==> config.mk <==
export PLATFORM = sky130hd
export DESIGN_NAME = allowed_prefix_route_table_unit
export DESIGN_NICKNAME = d
export VERILOG_FILES = /design/src/hdl/aprt_pkg.sv /design/src/hdl/aprt_cell.sv /design/src/hdl/allowed_prefix_route_table_unit.sv
export SDC_FILE = /design/constraint.sdc
export NUM_CORES = 2
export LEC_CHECK = 0
export BUFFER_PORTS_ARGS = -buffer_cell sky130_fd_sc_hd__buf_2
export CORE_ASPECT_RATIO = 1.4
export CORE_UTILIZATION = 25
export CTS_CLUSTER_DIAMETER = 200
export DETAILED_ROUTE_END_ITERATION = 10
export PLACE_DENSITY = 0.5
export SYNTH_ARGS = -nofsm -noshare
export SYNTH_HDL_FRONTEND = slang
export SYNTH_SLANG_ARGS = --single-unit
==> constraint.sdc <==
create_clock -name clk_i -period 134.6 [get_ports clk_i]
set_input_delay 26.92 -clock clk_i [delete_from_list [all_inputs] [get_ports clk_i]]
set_output_delay 26.92 -clock clk_i [all_outputs]
set_load 0.01 [all_outputs]
==> src/hdl/aprt_pkg.sv <==
// Package for the allowed prefix route table.
// Holds request and status codes and the cell control struct; no dependencies.
package aprt_pkg;

  localparam int AddrW = 64;
  localparam int LenW  = 8;
  localparam logic [LenW-1:0] FullLen = 8'd128;

  typedef enum logic [1:0] {
    REQ_ENABLE = 2'd0,
    REQ_REMOVE = 2'd1,
    REQ_ADD    = 2'd2,
    REQ_LOOKUP = 2'd3
  } req_e;

  typedef enum logic [1:0] {
    ST_OK      = 2'd0,
    ST_FULL    = 2'd1,
    ST_NOROUTE = 2'd2
  } status_e;

  // Operation applied to a cell while the ring turns.
  typedef struct packed {
    logic shift;   // rotate data one cell along the chain
    logic clear;   // drop the used bit of the cell at the chain head
    logic write;   // load the head cell with the request
  } cell_ctrl_t;

  // Leading bits that two 128-bit values share (0..128).
  function automatic logic [LenW-1:0] common_lead(input logic [2*AddrW-1:0] a,
                                                  input logic [2*AddrW-1:0] b);
    logic [2*AddrW-1:0] x;
    logic [LenW-1:0]    n;
    logic               hit;
    x   = a ^ b;
    n   = FullLen;
    hit = 1'b0;
    for (int i = 2*AddrW-1; i >= 0; i--) begin
      if (x[i] && !hit) begin
        n   = LenW'(2*AddrW-1-i);
        hit = 1'b1;
      end
    end
    return n;
  endfunction

endpackage

==> src/hdl/aprt_cell.sv <==
// One slot of the prefix table, held as a stage of a rotating chain.
// Depends on aprt_pkg.
module aprt_cell (
  input  logic                                clk_i,
  input  aprt_pkg::cell_ctrl_t                ctrl_i,
  input  logic                                head_i,
  input  logic                                used_i,
  input  logic [2*aprt_pkg::AddrW-1:0]        addr_i,
  input  logic [aprt_pkg::LenW-1:0]           len_i,
  input  logic [2*aprt_pkg::AddrW-1:0]        req_addr_i,
  input  logic [aprt_pkg::LenW-1:0]           req_len_i,
  input  logic                                rst_ni,
  output logic                                used_o,
  output logic [2*aprt_pkg::AddrW-1:0]        addr_o,
  output logic [aprt_pkg::LenW-1:0]           len_o
);
  import aprt_pkg::*;

  logic                 used_q, used_d;
  logic [2*AddrW-1:0]   addr_q, addr_d;
  logic [LenW-1:0]      len_q, len_d;

  // Take the neighbor's content on shift; the head cell may be cleared or written.
  always_comb begin
    used_d = used_q;
    addr_d = addr_q;
    len_d  = len_q;
    if (ctrl_i.shift) begin
      used_d = used_i;
      addr_d = addr_i;
      len_d  = len_i;
    end
    if (head_i && ctrl_i.clear) used_d = 1'b0;
    if (head_i && ctrl_i.write) begin
      used_d = 1'b1;
      addr_d = req_addr_i;
      len_d  = req_len_i;
    end
  end

  always_ff @(posedge clk_i or negedge rst_ni) begin
    if (!rst_ni) used_q <= 1'b0;
    else         used_q <= used_d;
  end

  always_ff @(posedge clk_i) begin
    addr_q <= addr_d;
    len_q  <= len_d;
  end

  assign used_o = used_q;
  assign addr_o = addr_q;
  assign len_o  = len_q;

endmodule

==> src/hdl/allowed_prefix_route_table_unit.sv <==
// Top level of the allowed prefix route table: sequencer plus a ring of slot cells.
// Depends on aprt_pkg and aprt_cell.
//
// Every slot lives in a ring of cells that rotates one position per cycle while
// a request is scanned or written; the sequencer inspects the cell at the ring
// head (index 0), and a clear or a write lands in the last cell, which takes the
// head content on the same edge. A request's scan spans one full revolution of
// the ring, set by the single compare at the head, and its result is then
// registered. Add prefix checks for a duplicate, and the first free slot, in one
// revolution, then writes during a second one. The result sits in an output
// register. The sequencer then returns to idle, where the next request can be
// taken even while that result still waits; the result of the next request is
// held back until the previous one is delivered. A new request is taken only
// once the previous one has finished its revolutions.
module allowed_prefix_route_table_unit #(
  parameter int PEER_COUNT     = 4,
  parameter int SLOTS_PER_PEER = 4
) (
  input  logic                         clk_i,
  input  logic                         rst_ni,
  input  logic                         in_valid_i,
  output logic                         in_stall_o,
  input  logic [1:0]                   req_type_i,
  input  logic [1:0]                   peer_sel_i,
  input  logic [63:0]                  addr_high_i,
  input  logic [63:0]                  addr_low_i,
  input  logic [7:0]                   prefix_bits_i,
  output logic                         out_valid_o,
  input  logic                         out_stall_i,
  output logic [1:0]                   status_o,
  output logic [1:0]                   route_peer_o,
  output logic [7:0]                   matched_bits_o
);
  import aprt_pkg::*;

  localparam int Total = PEER_COUNT * SLOTS_PER_PEER;
  localparam int IdxW  = (Total > 1) ? $clog2(Total) : 1;
  localparam int PeerW = (PEER_COUNT > 1) ? $clog2(PEER_COUNT) : 1;
  localparam int SlotW = (SLOTS_PER_PEER > 1) ? $clog2(SLOTS_PER_PEER) : 1;
  localparam int CntW  = $clog2(Total + 1);

  typedef enum logic [3:0] {
    S_IDLE  = 4'b0001,
    S_SCAN  = 4'b0010,
    S_WRITE = 4'b0100,
    S_DONE  = 4'b1000
  } state_e;

  state_e state_q, state_d;

  // Captured request
  logic [1:0]         req_q;
  logic [1:0]         peer_q;
  logic [2*AddrW-1:0] addr_q;
  logic [LenW-1:0]    len_q;

  // Head position: number of rotations so far in this revolution
  logic [CntW-1:0]    cnt_q, cnt_d;
  logic [PEER_COUNT-1:0] peer_on_q, peer_on_d;

  // Peer and slot of the head cell, advanced with the rotation
  logic [PeerW-1:0]   head_peer_q, head_peer_d;
  logic [SlotW-1:0]   head_slot_q, head_slot_d;
  logic [PeerW-1:0]   peer_nxt;
  logic [SlotW-1:0]   slot_nxt;

  // Scan results
  logic               found_q, found_d;
  logic               stop_q, stop_d;
  logic [LenW-1:0]    best_q, best_d;
  logic [PeerW-1:0]   bpeer_q, bpeer_d;
  logic               dup_q, dup_d;
  logic               free_q, free_d;
  logic [IdxW-1:0]    free_idx_q, free_idx_d;

  logic               ovalid_q;
  logic [1:0]         status_q, route_q;
  logic [LenW-1:0]    mbits_q;

  // Ring wiring
  logic                 used_w [Total];
  logic [2*AddrW-1:0]   addr_w [Total];
  logic [LenW-1:0]      len_w  [Total];
  cell_ctrl_t           ctrl;

  logic [IdxW-1:0]    head_idx;
  logic [PeerW-1:0]   head_peer;
  logic [PeerW-1:0]   sel_peer;
  logic               peer_ok;
  logic               in_acc, out_acc;
  logic [LenW-1:0]    m;

  // The last cell receives the head content, so clears and writes land there
  genvar g;
  generate
    for (g = 0; g < Total; g++) begin : g_cell
      aprt_cell u_cell (
        .clk_i      (clk_i),
        .rst_ni     (rst_ni),
        .ctrl_i     (ctrl),
        .head_i     (g == Total - 1),
        .used_i     (used_w[(g + 1) % Total]),
        .addr_i     (addr_w[(g + 1) % Total]),
        .len_i      (len_w[(g + 1) % Total]),
        .req_addr_i (addr_q),
        .req_len_i  (len_q),
        .used_o     (used_w[g]),
        .addr_o     (addr_w[g]),
        .len_o      (len_w[g])
      );
    end
  endgenerate

  assign in_acc  = in_valid_i && !in_stall_o;
  assign out_acc = ovalid_q && !out_stall_i;
  assign in_stall_o = (state_q != S_IDLE);

  // Slot index at the head: rotation count since the ring was aligned
  assign head_idx  = cnt_q[IdxW-1:0];
  assign head_peer = head_peer_q;
  assign sel_peer  = PeerW'(peer_q);
  assign peer_ok   = (32'(peer_q) < PEER_COUNT);
  assign m         = common_lead(addr_w[0], addr_q);

  // Step the head peer and slot by one position
  always_comb begin
    if (head_slot_q == SlotW'(SLOTS_PER_PEER - 1)) begin
      slot_nxt = '0;
      peer_nxt = head_peer_q + PeerW'(1);
    end else begin
      slot_nxt = head_slot_q + SlotW'(1);
      peer_nxt = head_peer_q;
    end
  end

  // Sequence each request over one ring revolution, or two for an add that writes
  always_comb begin
    state_d     = state_q;
    cnt_d       = cnt_q;
    head_peer_d = head_peer_q;
    head_slot_d = head_slot_q;
    peer_on_d   = peer_on_q;
    found_d     = found_q;
    stop_d      = stop_q;
    best_d      = best_q;
    bpeer_d     = bpeer_q;
    dup_d       = dup_q;
    free_d      = free_q;
    free_idx_d  = free_idx_q;
    ctrl        = '0;
    case (state_q)
      S_IDLE: begin
        cnt_d       = '0;
        head_peer_d = '0;
        head_slot_d = '0;
        found_d     = 1'b0;
        stop_d      = 1'b0;
        best_d      = '0;
        bpeer_d     = '0;
        dup_d       = 1'b0;
        free_d      = 1'b0;
        if (in_acc) state_d = S_SCAN;
      end
      S_SCAN: begin
        ctrl.shift  = 1'b1;
        cnt_d       = cnt_q + CntW'(1);
        head_peer_d = peer_nxt;
        head_slot_d = slot_nxt;
        case (req_q)
          REQ_ENABLE, REQ_REMOVE: begin
            if (peer_ok && head_peer == sel_peer) ctrl.clear = 1'b1;
          end
          REQ_ADD: begin
            if (peer_ok && head_peer == sel_peer) begin
              if (used_w[0] && addr_w[0] == addr_q && len_w[0] == len_q)
                dup_d = 1'b1;
              if (!used_w[0] && !free_q) begin
                free_d     = 1'b1;
                free_idx_d = head_idx;
              end
            end
          end
          default: begin
            if (!stop_q && peer_on_q[head_peer] && used_w[0] && m >= len_w[0]) begin
              if (m > best_q || best_q == '0) begin
                best_d  = m;
                bpeer_d = head_peer;
                found_d = 1'b1;
              end
              if (m == FullLen) stop_d = 1'b1;
            end
          end
        endcase
        if (cnt_q == CntW'(Total - 1)) begin
          cnt_d       = '0;
          head_peer_d = '0;
          head_slot_d = '0;
          if (req_q == REQ_ENABLE && peer_ok) peer_on_d[sel_peer] = 1'b1;
          if (req_q == REQ_REMOVE && peer_ok) peer_on_d[sel_peer] = 1'b0;
          if (req_q == REQ_ADD && !dup_d && free_d) state_d = S_WRITE;
          else                                      state_d = S_DONE;
        end
      end
      S_WRITE: begin
        // Rotate a full revolution; load the free slot as it passes the head
        if (head_idx == free_idx_q) ctrl.write = 1'b1;
        ctrl.shift  = 1'b1;
        cnt_d       = cnt_q + CntW'(1);
        head_peer_d = peer_nxt;
        head_slot_d = slot_nxt;
        if (cnt_q == CntW'(Total - 1)) begin
          cnt_d       = '0;
          head_peer_d = '0;
          head_slot_d = '0;
          state_d     = S_DONE;
        end
      end
      S_DONE: begin
        if (!ovalid_q || out_acc) state_d = S_IDLE;
      end
      default: state_d = S_IDLE;
    endcase
  end

  // Control registers
  always_ff @(posedge clk_i or negedge rst_ni) begin
    if (!rst_ni) begin
      state_q     <= S_IDLE;
      cnt_q       <= '0;
      head_peer_q <= '0;
      head_slot_q <= '0;
      peer_on_q   <= '0;
      found_q     <= 1'b0;
      stop_q      <= 1'b0;
      dup_q       <= 1'b0;
      free_q      <= 1'b0;
      ovalid_q    <= 1'b0;
    end else begin
      state_q     <= state_d;
      cnt_q       <= cnt_d;
      head_peer_q <= head_peer_d;
      head_slot_q <= head_slot_d;
      peer_on_q   <= peer_on_d;
      found_q     <= found_d;
      stop_q      <= stop_d;
      dup_q       <= dup_d;
      free_q      <= free_d;
      if (state_q == S_DONE && state_d == S_IDLE) ovalid_q <= 1'b1;
      else if (out_acc)                           ovalid_q <= 1'b0;
    end
  end

  // Payload registers
  always_ff @(posedge clk_i) begin
    best_q     <= best_d;
    bpeer_q    <= bpeer_d;
    free_idx_q <= free_idx_d;
    if (in_acc) begin
      req_q  <= req_type_i;
      peer_q <= peer_sel_i;
      addr_q <= {addr_high_i, addr_low_i};
      len_q  <= prefix_bits_i;
    end
    if (state_q == S_DONE && state_d == S_IDLE) begin
      route_q <= 2'd0;
      mbits_q <= '0;
      case (req_q)
        REQ_ADD:    status_q <= (dup_q || free_q) ? ST_OK : ST_FULL;
        REQ_LOOKUP: begin
          if (found_q) begin
            status_q <= ST_OK;
            route_q  <= 2'(bpeer_q);
            mbits_q  <= best_q;
          end else begin
            status_q <= ST_NOROUTE;
          end
        end
        default:    status_q <= ST_OK;
      endcase
    end
  end

  assign out_valid_o    = ovalid_q;
  assign status_o       = status_q;
  assign route_peer_o   = route_q;
  assign matched_bits_o = mbits_q;

  // A new request is only taken with the sequencer idle
  a_idle_accept: assert property (@(posedge clk_i) disable iff (!rst_ni)
    in_acc |-> state_q == S_IDLE)
    else $error("request taken while busy");

  // The ring is aligned whenever the sequencer is idle
  a_aligned: assert property (@(posedge clk_i) disable iff (!rst_ni)
    state_q == S_IDLE |-> cnt_q == '0)
    else $error("ring misaligned at idle");

  // A write happens only when a free slot was found
  a_write_free: assert property (@(posedge clk_i) disable iff (!rst_ni)
    state_q == S_WRITE |-> free_q && !dup_q)
    else $error("write without free slot");

endmodule
Yosys cells after proc, flatten, opt, wreduce, memory -nomap -nowiden
Cells that the tools add are included.
Storage, ports and cells
  input port bits: 144
  memory bits (read-only): 0
  flip-flop bits (word level): 2380
  output and inout port bits: 14
  memories kept: 0
  latch bits: 0
  logic and storage cells: 714
  RAM bits: 0
Operators by class
  bitwise logic cells: 4
  reduce and logical (&&, ||, !) cells: 292
  shifts and indexed selects: 0
  eq/ne operators: 21
  multiply operators: 0
  multiplexer cells: 321
  divide/modulo/power cells: 0
  $lt $le $gt $ge: 5
  add/subtract/negate cells: 3
Operators by type and width (number)
  two-way mux 8 bit: 133
  two-way mux 128 bit: 2
  two-way mux 1 bit: 155
  logical AND 1 bit: 139
  logical NOT 1 bit: 134
  equality test 128 bit: 1
  bitwise XOR 128 bit: 1
  two-way mux 4 bit: 9
  two-way mux 2 bit: 8
  case mux 2 bit (2 select lines): 4
  case mux 4 bit (4 select lines): 1
  case mux 8 bit (2 select lines): 1
  AND reduction 4 bit: 3
  case mux 5 bit (2 select lines): 1
  equality test 4 x 1 -> 1 bit (second input constant): 2
  equality test 8 bit: 1
  equality test 8 bit (second input constant): 1
  >= comparator 8 bit: 1
  greater-than comparator 8 bit: 1
  logical NOT 8 bit: 1
  inequality test 2 bit (second input constant): 4
  case mux 1 bit (2 select lines): 4
  nonzero test 2 bit: 4
  equality test 2 bit (second input constant): 3
  other kinds (25): 32

Logic depth before layout (Yosys ltp)
  word-level depth: 389
  mapped depth: 21

Hierarchy
Synthesis repeated with hierarchy kept, for this count alone.
Unflattened totals
  cells, all modules: 5587
  area total of the unflattened synthesis: 112296.5 µm²
By module, submodules not included
  aprt_cell: instances 16, cells each 293, area an instance 6376.1 µm², seq. area each 4108.9 µm²
  allowed_prefix_route_table_unit: instances 1, cells each 899, area an instance 10278.6 µm², seq. area each 5536.6 µm²

Least setup slack after synthesis
OpenSTA, ideal clock, no wires.
  kind: register to register
  start point: reg state_q[3]
  end point: reg g_cell[0].u_cell.addr_q[0], enable pin
  library setup time: 3190 ps
  setup slack: 75257 ps
  cell stages (with the launch flop): 8
  path buffers: 3
  data required time: 131410 ps
  arrival time: 56153 ps
  cells stage by stage: dfrtp_1 > nor2_1 > and3_1 > clkbuf_1 > nor2_1 > inv_1 > clkbuf_1 > buf_1
RTL lines
  start: declaration: line allowed_prefix_route_table_unit.sv:49  | state_e state_q, state_d;
  start signal: assignment: line allowed_prefix_route_table_unit.sv:239  | state_q <= state_d;
  end signal: assignment: line aprt_cell.sv:47  | addr_q <= addr_d;
  end: declaration: line aprt_cell.sv:20  | logic [2*AddrW-1:0] addr_q, addr_d;

Worst setup path in the final report
  start point: reg state_q[1]
  end point: out in_stall_o
On the way
  longest elaborated chain between the ends: 1
RTL lines
  inequality test 4 x 1 -> 1 bit: line allowed_prefix_route_table_unit.sv:116  | assign in_stall_o = (state_q != S_IDLE);
  end: declaration: line allowed_prefix_route_table_unit.sv:22  | output logic in_stall_o,
Every way passes these cells.

==> run summary <==
=================================================================================
Worst Setup End Kind ...............................................  output port
Vias after detailed routing ........................................        31000
Number of cells upsized or downsized after cts .....................            0
Power after layout .................................................      1880 uW
Power density relative to cell area ................................ 20.6 mW/mm^2
Portion of synthesized cell area occupied by the leading cell type .        90.4%
Most used standard cells in the synthesized netlist ................ edfxtp_1, mux2_2, nand2_1
Die height .........................................................  662 microns
Synthesis-to-finish area growth ....................................        17.5%
Count of unique library cells instantiated by Yosys ................           72
Maximum number of pins on one net before global-route repair .......          207
Antenna violations before repair ...................................            8
FFs w/ async S/R, synth ............................................        1.60%
First-pass iteration count of the detailed router ..................            5
Post-route clock period utilization ................................        21.6%
Vias in the first global route .....................................        31100
Slowest stage cell, crit path ......................................      dfrtp_1
Synthesized instance count .........................................         3297
Effective utilization at floorplan .................................        25.1%
Fraction of power consumed by combinational cells ..................         9.0%
Unrepaired setup endpoints after global routing ....................           no
Synthesis Warnings .................................................            0
Post-detailed-placement half-perimeter wirelength .................. 87800 microns
Fin area ........................................................... 0.0915 sq mm
Filler cell count ..................................................        30100
Tot GR Track Use ...................................................        9.34%
Final core utilization .............................................        29.5%
Category of the worst setup path launch point ......................         flop
Switching share of power ...........................................        24.8%
Slew of the pin with the lowest slew margin ........................      1.17 ns
Top fanout value on the critical path ..............................           10
Max frequency ......................................................     34.4 MHz
Prevailing post-synth register cell ................................     edfxtp_1
Average wire per cell in the routed design ......................... 18.4 microns
Chip width .........................................................  474 microns
Final hold violation count .........................................            0
Clock tree from TritonCTS ..........................................          yes
Global placer's final weighted congestion ..........................        0.774
Overflow after GRT .................................................            0
Number of buffers added on ports ...................................          157
Number of buffers created by CTS ...................................          232
Quantity of hold-fixing buffers added after cts ....................            0
Total leakage power ................................................    0.0288 uW
FP Rows ............................................................          242
Psw ................................................................       466 uW
P_int ..............................................................      1410 uW
CTS root buf .......................................................    clkbuf_16
Sink count of the clock tree .......................................         2380
Count leader, synth ................................................     edfxtp_1
Clock tree buffer depth ............................................            4
Dominant delay contributor by cell family on the critical path ..... simple AND/OR/NAND/NOR gates
Final antenna-violating net count ..................................            0
Cell type with the highest aggregate area in the netlist ...........     edfxtp_1
Net count after synthesis ..........................................         3459
Detailed Route Iter0 Violations ....................................         3003
Placed cell area ................................................... 0.0840 sq mm
Fin Clk Skew .......................................................    0.0823 ns
Max IR drop VDD ....................................................    0.0111 mV
Most area-consuming cells after synthesis .......................... edfxtp_1, mux2_2, dfrtp_1
Final setup violation count ........................................            0
Post-CTS repair timing setup buffer count ..........................            0
Count of pins on the block boundary ................................          158
Number of slew-limit violations in the final report ................            0
Sequential share of power ..........................................        56.7%
Final TNS setup ....................................................         0 ns
Hold WC Path Type ..................................................   reg -> reg
Final wirelength ................................................... 148000 microns
Post-synthesis sequential area ratio ...............................        91.6%
Final routed DRC violation total ...................................            0
Worst path required time ...........................................    107.68 ns
Setup CP Type ......................................................   reg -> out
Max H-tree Level ...................................................            4
Largest stage delay on the critical path ...........................      0.43 ns
Worst path bufs/invs ...............................................            1
CTS clock-pin slew for the worst setup and hold paths ..............      0.06 ns
Cells along the critical path ...................................... nor2_1 -> nand3b_1 -> buf_2
Average instance area after synthesis ..............................   23.6 sq um
Core region area ...................................................  0.310 sq mm
Clk Latency, worst-skew pair .......................................      0.87 ns
Die area ...........................................................  0.314 sq mm
Netlist area before placement ...................................... 0.0778 sq mm
Clock network power share ..........................................        34.3%
Shortest clock period the worst path allows after layout ...........     29.10 ns
Global-route wire length before repair ............................. 217000 microns
Max capacitance violation total ....................................            0
Number of synthesized flops with an enable pin .....................         2342
Count of state elements after synthesis ............................         2380
Number of vias per cell after detailed routing .....................         3.86
Result of the run .................................................. finished, final reports clean
Slew margin rel. ...................................................        22.1%
Proportion of layout cells with a drive suffix above 1 .............        17.4%
Final net count ....................................................         3854
Crit path arrival time .............................................      2.18 ns
=================================================================================
==> cells by family (layout without fill, tap and decap cells) <==
| logic type | after synthesis | count (layout) | share of synthesized area, % |
|---|---|---|---|
| AND/OR/NAND/NOR | 369 | 369 | 2.46 |
| multiplexers | 139 | 139 | 2.03 |
| adder cells (fa/ha/maj) | 18 | 18 | 0.289 |
| buffers and inverters | 51 | 626 | 0.251 |
| flip-flops | 2380 | 2380 | 91.6 |
| AO/OA/AOI/OAI | 172 | 172 | 1.48 |
| XOR/XNOR | 168 | 168 | 1.89 |
| other | 0 | 5 | 0 |
==> final timing paths <==
path,from,slack [ns],end,cells past startpoint
worst max-delay path,state_q[1],105.50,in_stall_o,3
worst min-delay path,g_cell[1].u_cell.addr_o[117],0.34,g_cell[0].u_cell.addr_o[117],0
worst max register to register,state_q[3],127.43,g_cell[1].u_cell.addr_o[102],10
worst min register to register,g_cell[1].u_cell.addr_o[117],0.34,g_cell[0].u_cell.addr_o[117],0
max in group asynchronous,rst_ni,107.79,g_cell[2].u_cell.used_o,1
min in group asynchronous,rst_ni,26.21,g_cell[12].u_cell.used_o,1
==> power groups by stage <==
| stage | Clock [uW] | Sequential [uW] | Combinational, uW |
|---|---|---|---|
| 3_5_place_dp | 0 | 1080 | 175 |
| 5_1_grt | 695 | 1080 | 187 |
| 4_1_cts | 670 | 1070 | 175 |
| 2_1_floorplan | 0 | 1500 | 106 |
| 6_report | 645 | 1070 | 169 |
| 3_3_place_gp | 0 | 1080 | 167 |
==> flip-flops by register name (all words and copies together) (netlist names), named ones only <==
name                  flops
g_cell.u_cell.addr_o   2048
addr_q                  128
g_cell.u_cell.len_o     128
g_cell.u_cell.used_o     16
best_q                    8
len_q                     8
matched_bits_o            8
cnt_q                     5
free_idx_q                4
state_q                   4
peer_on_q                 3
bpeer_q                   2
head_peer                 2
head_slot_q               2
peer_q                    2
req_q                     2
route_peer_o              2
status_o                  2
dup_q                     1
found_q                   1
free_q                    1
out_valid_o               1
stop_q                    1
==> layer usage <==
metal / vias to the layer above / global-route usage, % / share of wire [%]
met4: 0 / 3.85 / 3.9
met5: - / 0 / 0
met3: 298 / 1.66 / 4.1
met2: 642 / 14.1 / 46
li1: 13900 / - / -
met1: 16200 / 13.2 / 46
==> layout by cell type (no fill, tap or decap), types with 24 or more instances in the layout <==
cell / Yosys / final
clkbuf_1: 23 / 48
dfrtp_1: 37 / 37
buf_2: 3 / 157
a21oi_1: 30 / 30
bufinv_16: 0 / 26
nor2_1: 55 / 53
xnor2_1: 101 / 101
nand2_1: 116 / 116
nand3_1: 28 / 27
clkinv_1: 0 / 39
clkinv_2: 0 / 45
mux2_2: 138 / 138
clkbuf_16: 0 / 234
xor2_1: 67 / 67
and2_1: 24 / 24
nor3_1: 28 / 28
buf_4: 0 / 25
o21ai_0: 43 / 43
edfxtp_1: 2342 / 2342
==> per-stage QoR <==
stage	setup slack (ns)	hold slack [ns]	cells
2_1_floorplan	75.26	0.400	3297
3_3_place_gp	105.62	0.402	7606
3_5_place_dp	105.47	0.405	7606
4_1_cts	105.45	0.332	8020
5_1_grt	105.39	0.348	8021
6_report	105.50	0.338	8025
==> cell type report <==
| class | instances | area, sq um | share of cell area (%) |
|---|---|---|---|
| inverters | 24 | 105 | 0.115 |
| flip-flops and latches | 2380 | 71300 | 77.9 |
| well taps | 4148 | 5190 | 5.67 |
| multi-input cells | 866 | 6360 | 6.96 |
| diodes | 5 | 12.5 | 0.0137 |
| clock inverters | 132 | 1390 | 1.52 |
| clock buffers | 282 | 6040 | 6.60 |
| repair buffers | 188 | 1090 | 1.20 |
(Power assumes the default switching activity.)
